**config.mk**
```make
export PLATFORM = sky130hd
export DESIGN_NAME = tlpt_ram
export DESIGN_NICKNAME = d
export VERILOG_FILES = /design/src/rtl/two_level_page_table_top_defines.svh /design/src/rtl/tlpt_ram.sv
export SDC_FILE = /design/constraint.sdc
export NUM_CORES = 2
export LEC_CHECK = 0
export BUFFER_PORTS_ARGS = -buffer_cell sky130_fd_sc_hd__buf_2
export CORE_AREA = 5 5 521 523
export CTS_BUF_LIST = sky130_fd_sc_hd__clkbuf_4 sky130_fd_sc_hd__clkbuf_8
export DETAILED_ROUTE_END_ITERATION = 10
export DIE_AREA = 0 0 526 528
export HOLD_SLACK_MARGIN = 0.05
export PLACE_DENSITY = 0.49
export SLEW_MARGIN = 5
export SYNTH_ARGS = -nofsm -noshare
export SYNTH_HDL_FRONTEND = slang
export SYNTH_SLANG_ARGS = --single-unit
export TNS_END_PERCENT = 30
```
**constraint.sdc**
```tcl
create_clock -name clock -period 4.2 [get_ports clock]
set_input_delay 0.42 -clock clock [delete_from_list [all_inputs] [get_ports clock]]
set_output_delay 0.42 -clock clock [all_outputs]
set_load 0.03 [all_outputs]
```
**src/rtl/two_level_page_table_top_defines.svh**
```systemverilog
// Assertion macros shared by the two-level page table RTL.
`ifndef TWO_LEVEL_PAGE_TABLE_TOP_DEFINES_SVH
`define TWO_LEVEL_PAGE_TABLE_TOP_DEFINES_SVH

`ifndef SYNTH

// Same-cycle implication, checked outside of reset.
`define TLPT_ASSERT(label, clk, rst, ante, cons) \
   label: assert property (@(posedge clk) disable iff (rst) (ante) |-> (cons)) \
      else $error("page table assertion failed");

// Next-cycle implication, checked outside of reset.
`define TLPT_ASSERT_NEXT(label, clk, rst, ante, cons) \
   label: assert property (@(posedge clk) disable iff (rst) (ante) |=> (cons)) \
      else $error("page table assertion failed");

`else

`define TLPT_ASSERT(label, clk, rst, ante, cons)
`define TLPT_ASSERT_NEXT(label, clk, rst, ante, cons)

`endif

`endif

```
**src/rtl/tlpt_ram.sv**
```systemverilog
// Generic single-write, single-read RAM with a registered read port.
module tlpt_ram #(
   parameter int WIDTH = 8,
   parameter int DEPTH = 256
) (
   input  logic                     clock,
   input  logic                     wr_en,
   input  logic [$clog2(DEPTH)-1:0] wr_addr,
   input  logic [WIDTH-1:0]         wr_data,
   input  logic [$clog2(DEPTH)-1:0] rd_addr,
   output logic [WIDTH-1:0]         rd_data
);

   logic [WIDTH-1:0] mem_ff [DEPTH];
   logic [WIDTH-1:0] rd_data_ff;

   always_ff @(posedge clock) begin
      if (wr_en) begin
         mem_ff[wr_addr] <= wr_data;
      end
      rd_data_ff <= mem_ff[rd_addr];
   end

   assign rd_data = rd_data_ff;

endmodule

```
Word-level counts from Yosys, hierarchy flattened --
Memory sizes are Yosys's and may differ from the RTL's. A register that Yosys moved wholly into a read port is not among the register bits. Index checks and enable logic that the tools add are counted.
Storage, ports and cells: output and inout bits 8, memories 1, flip-flop bits (word level) 0, bits in latches 0, bits in read-only memories 0, word-level logic and storage cells 3, RAM bits 2048, input port bits 26
Cells by class: add/subtract/negate cells 0, shift-type cells 0, div/mod/pow operators 0, bitwise logic cells 0, reductions and logical operators 0, order comparisons 0, multiplexer cells 2, $mul 0, eq/ne operators 0
Memory list:
- mem_ff | depth 256, bits a word 8, rd ports 1, clocked after memory_dff 1, wr ports 1, line tlpt_ram.sv:14 | logic [WIDTH-1:0] mem_ff [DEPTH];
Operators with widths (count):
- $mux W1 | 2

Longest topological paths before layout --
word-level depth 2, mapped depth 11, depth with buffers taken out 6

Least setup slack after synthesis --
OpenSTA, ideal clock, no wires.
kind input to register, start point input rd_addr[0], end point register rd_data_ff[2] (netlist: rd_data[2]), read port of mem_ff, path slack 1842 ps, required time 4069 ps, stages 9, setup time 131 ps, buffers on the path 4, data arrival time 2227 ps, path through buf_6 buf_12 buf_8 buf_2 mux4_2 a22oi_1 a21oi_1 nor4_1 nor4_2
RTL lines:
- start: declaration | line tlpt_ram.sv:10 | input logic [$clog2(DEPTH)-1:0] rd_addr,
- end: declaration | line tlpt_ram.sv:15 | logic [WIDTH-1:0] rd_data_ff;

==> out/qor.yml <==
outcome: "complete, but fails checks"
violations: "capacitance limit"
via_per_inst: 4.976
sw_frac_of_total_pct: 22.56
clk_latency_ps: 1030
drt_iter0_drc: 3839
cts_tree: "done"
skew_ps: 68.72
syn_to_final_growth_pct: 15.74
cts_made_buffers: 365
netlist_area_um2: 79560
final.min_clock_period_ps: 3214
ir_drop_v: 0.0003336
synth_cells: 3733
fillCellCount: 24870
final.setup.tns_ps: 0
hold_path_end: "mem_ff[239][0]"
initial_core_util_pct: 29.85
final-hold-violation-count: 0
grt_use_total_pct: 15.60
fmax_ghz: 0.3111
num-nets-final: 4211
min-delay-start: "wr_addr[6]"
gp_congestion: 0.7902
synth_cell_type_count: 55
rsz0062_at_grt: "no"
grt_pass1_wl_mm: 313.5
p_int_uw: 32730
async_reset_ff_share_pct: 0
synthFlopType: "edfxtp_1"
antenna_found_initial: 21
p_comb_share_pct: 5.2
wl_per_cell_um: 27.64
die_w_um: 526
critPathArrivalTime_ps: 4070
h-tree-depth: 5
required_ps: 5060
holdPathStages: 3
finalSetupViolations: 0
grt-ovfl-total: 0
vias: 39820
cts.sinks: 2056
worst_slack_ps: 985.7
core-area_um2: 266500
dr.pass1.iters: 5
start_kind: "input pin"
routed_wl_mm: 221.3
syn_nets: 3759
synth_edf_count: 2048
dpl_cell_area_um2: 85290
powerDensity_nw_per_um2: 458.9
synth-seq-cells: 2056
cap_violations: 1
critical_path.slowest_cell: "nor4_1"
power.total_uw: 42260
worstMarginPinSlew_ps: 1451
dieHeight_um: 528
avgSynthCellArea_um2: 21.31
hpwlAfterDp_mm: 134.9
r2r_end: "rd_data[7]"
multiInputGateArea_um2: 16510
seq_area_um2: 61660
reg2regPathDepth: 6
report.final.slew_viol_count: 0
drc: 0
r2r_start: "mem_ff[76][7]"
dieArea_um2: 277700
grt_pass1_vias: 41180
final_cell_mix: "edfxtp_1, mux4_2, clkbuf_8, nor2_1, buf_4"
drive_above_1_share_pct: 29.66
power_frac_seq_pct: 53.7
io_pins: 34
hold_path.class: "input pin to flop"
clockBufferDepth: 4
cp_top_family: "simple AND/OR/NAND/NOR gates"
max_slew_margin_pct: 2.384
regToRegSetupSlack_ps: 990
endpoint_kind: "flop"
power.leakage_uw: 0.02853
p_sw_uw: 9533
ys_seq_area_share_pct: 77.50
yosysWarnings: 0
cts-resized-gates: 0
cp_slowest_stage_delay_ps: 1240
path_cells: "buf_4, buf_12, buf_4, mux4_2, nor2b_1, a211oi_1, nor3_1, nor4_1, nor4_1"
pwr-share-clk_pct: 41.1
post-route-cell-area_um2: 92080
cts_root_buffer: "clkbuf_8"
ant_nets: 0
period_share_pct: 76.53
critPathKind: "input pin to flop"
grt_max_degree: 153
rows: 190
portBuffers: 33
layout_commonest_cell: "edfxtp_1"
cp_num_buf_inv: 3
clk_pin_slew_worst_paths_ps: 60
cp_max_fo: 27
dp_slack_ps: 115.0
[registers in the layout, indices dropped and copies added, names as in the netlist]
name / cells
rd_data: 8
mem_ff: 2048
[area by class of cell]
cell class	instances	area share [%]
clock buffers	491	6.524
multi-input cells	1442	17.93
flip-flops and latches	2056	66.96
clock inverters	138	0.7025
inverters	2	0.008153
repair buffers	318	3.033
diodes	5	0.01359
well taps	3552	4.826
[Yosys cell counts (all sizes together), types with 12 or more instances]
master | n | area, µm²
o221ai | 47 | 417.9
a211oi | 16 | 120.1
mux2i | 134 | 1341
o21ai | 12 | 60.06
nor4 | 27 | 187.7
nand2 | 33 | 123.9
nor2b | 31 | 193.9
clkbuf | 111 | 416.7
a22oi | 133 | 998.5
a221oi | 14 | 128.9
edfxtp | 2048 | 61500
nor3 | 22 | 110.1
mux4 | 456 | 10280
a21oi | 96 | 480.5
buf | 122 | 1032
nor2 | 282 | 1059
o22ai | 28 | 175.2
nand3 | 34 | 170.2
[cells by family after synthesis]
family / after synthesis / synth area share (%)
AO/OA/AOI/OAI: 385 / 3.419
buffers and inverters: 235 / 1.831
flip-flops: 2056 / 77.50
multiplexers: 591 / 14.62
AND/OR/NAND/NOR: 466 / 2.628
[tightest hold or removal path: cells and delay by family]
kind,cells,cell delay (ps)
and+or+nand+nor,2,380
buffers and inverters,1,170
[how the worst max path moves through the flow]
| stage | slack (ps) | end | cells after the start | start |
|---|---|---|---|---|
| 6_report | 990 | rd_data[7] | 9 | rd_addr[2] |
| 5_1_grt | 1130 | rd_data[7] | 6 | mem_ff[77][7] |
| 4_1_cts | 1170 | rd_data[7] | 6 | mem_ff[76][7] |
| 3_5_place_dp | 120 | rd_data[7] | 9 | rd_addr[0] |
| 3_3_place_gp | 150 | rd_data[7] | 9 | rd_addr[0] |
| 2_1_floorplan | 1840 | rd_data[2] | 9 | rd_addr[0] |
[through the flow]
| step | hold WS (ps) | cells | utilization, % |
|---|---|---|---|
| 2_1_floorplan | 518.9 | 3733 | - |
| 3_3_place_gp | 837.5 | 7357 | 32.00 |
| 3_5_place_dp | 841.5 | 7357 | 32.00 |
| 4_1_cts | 52.86 | 7999 | 34.55 |
| 5_1_grt | 135.4 | 8003 | 34.55 |
| 6_report | 160.3 | 8004 | 34.55 |
[power groups by stage]
stage | clock, µW | sequential (µW) | combinational, µW
after floorplan | 0 | 23100 | 1100
after global placement | 0 | 23100 | 2220
after detailed placement | 0 | 23100 | 2240
after CTS | 17800 | 22700 | 2250
after global routing | 18800 | 22700 | 2330
final | 17400 | 22700 | 2210
[timing repair]
item	CTS	global route
endpoints found under the hold margin	652	0
setup buffers	0	0
hold buffers	13	0
[routing by layer]
metal | vias to the layer above | GRT usage [%] | share of wire (%)
met4 | 0 | 4.081 | 2.3
met3 | 351 | 2.638 | 5.7
met1 | 21440 | 21.34 | 43
li1 | 16670 | - | -
met2 | 1368 | 25.89 | 49
met5 | - | 0 | 0
(Power assumes the default switching activity.)
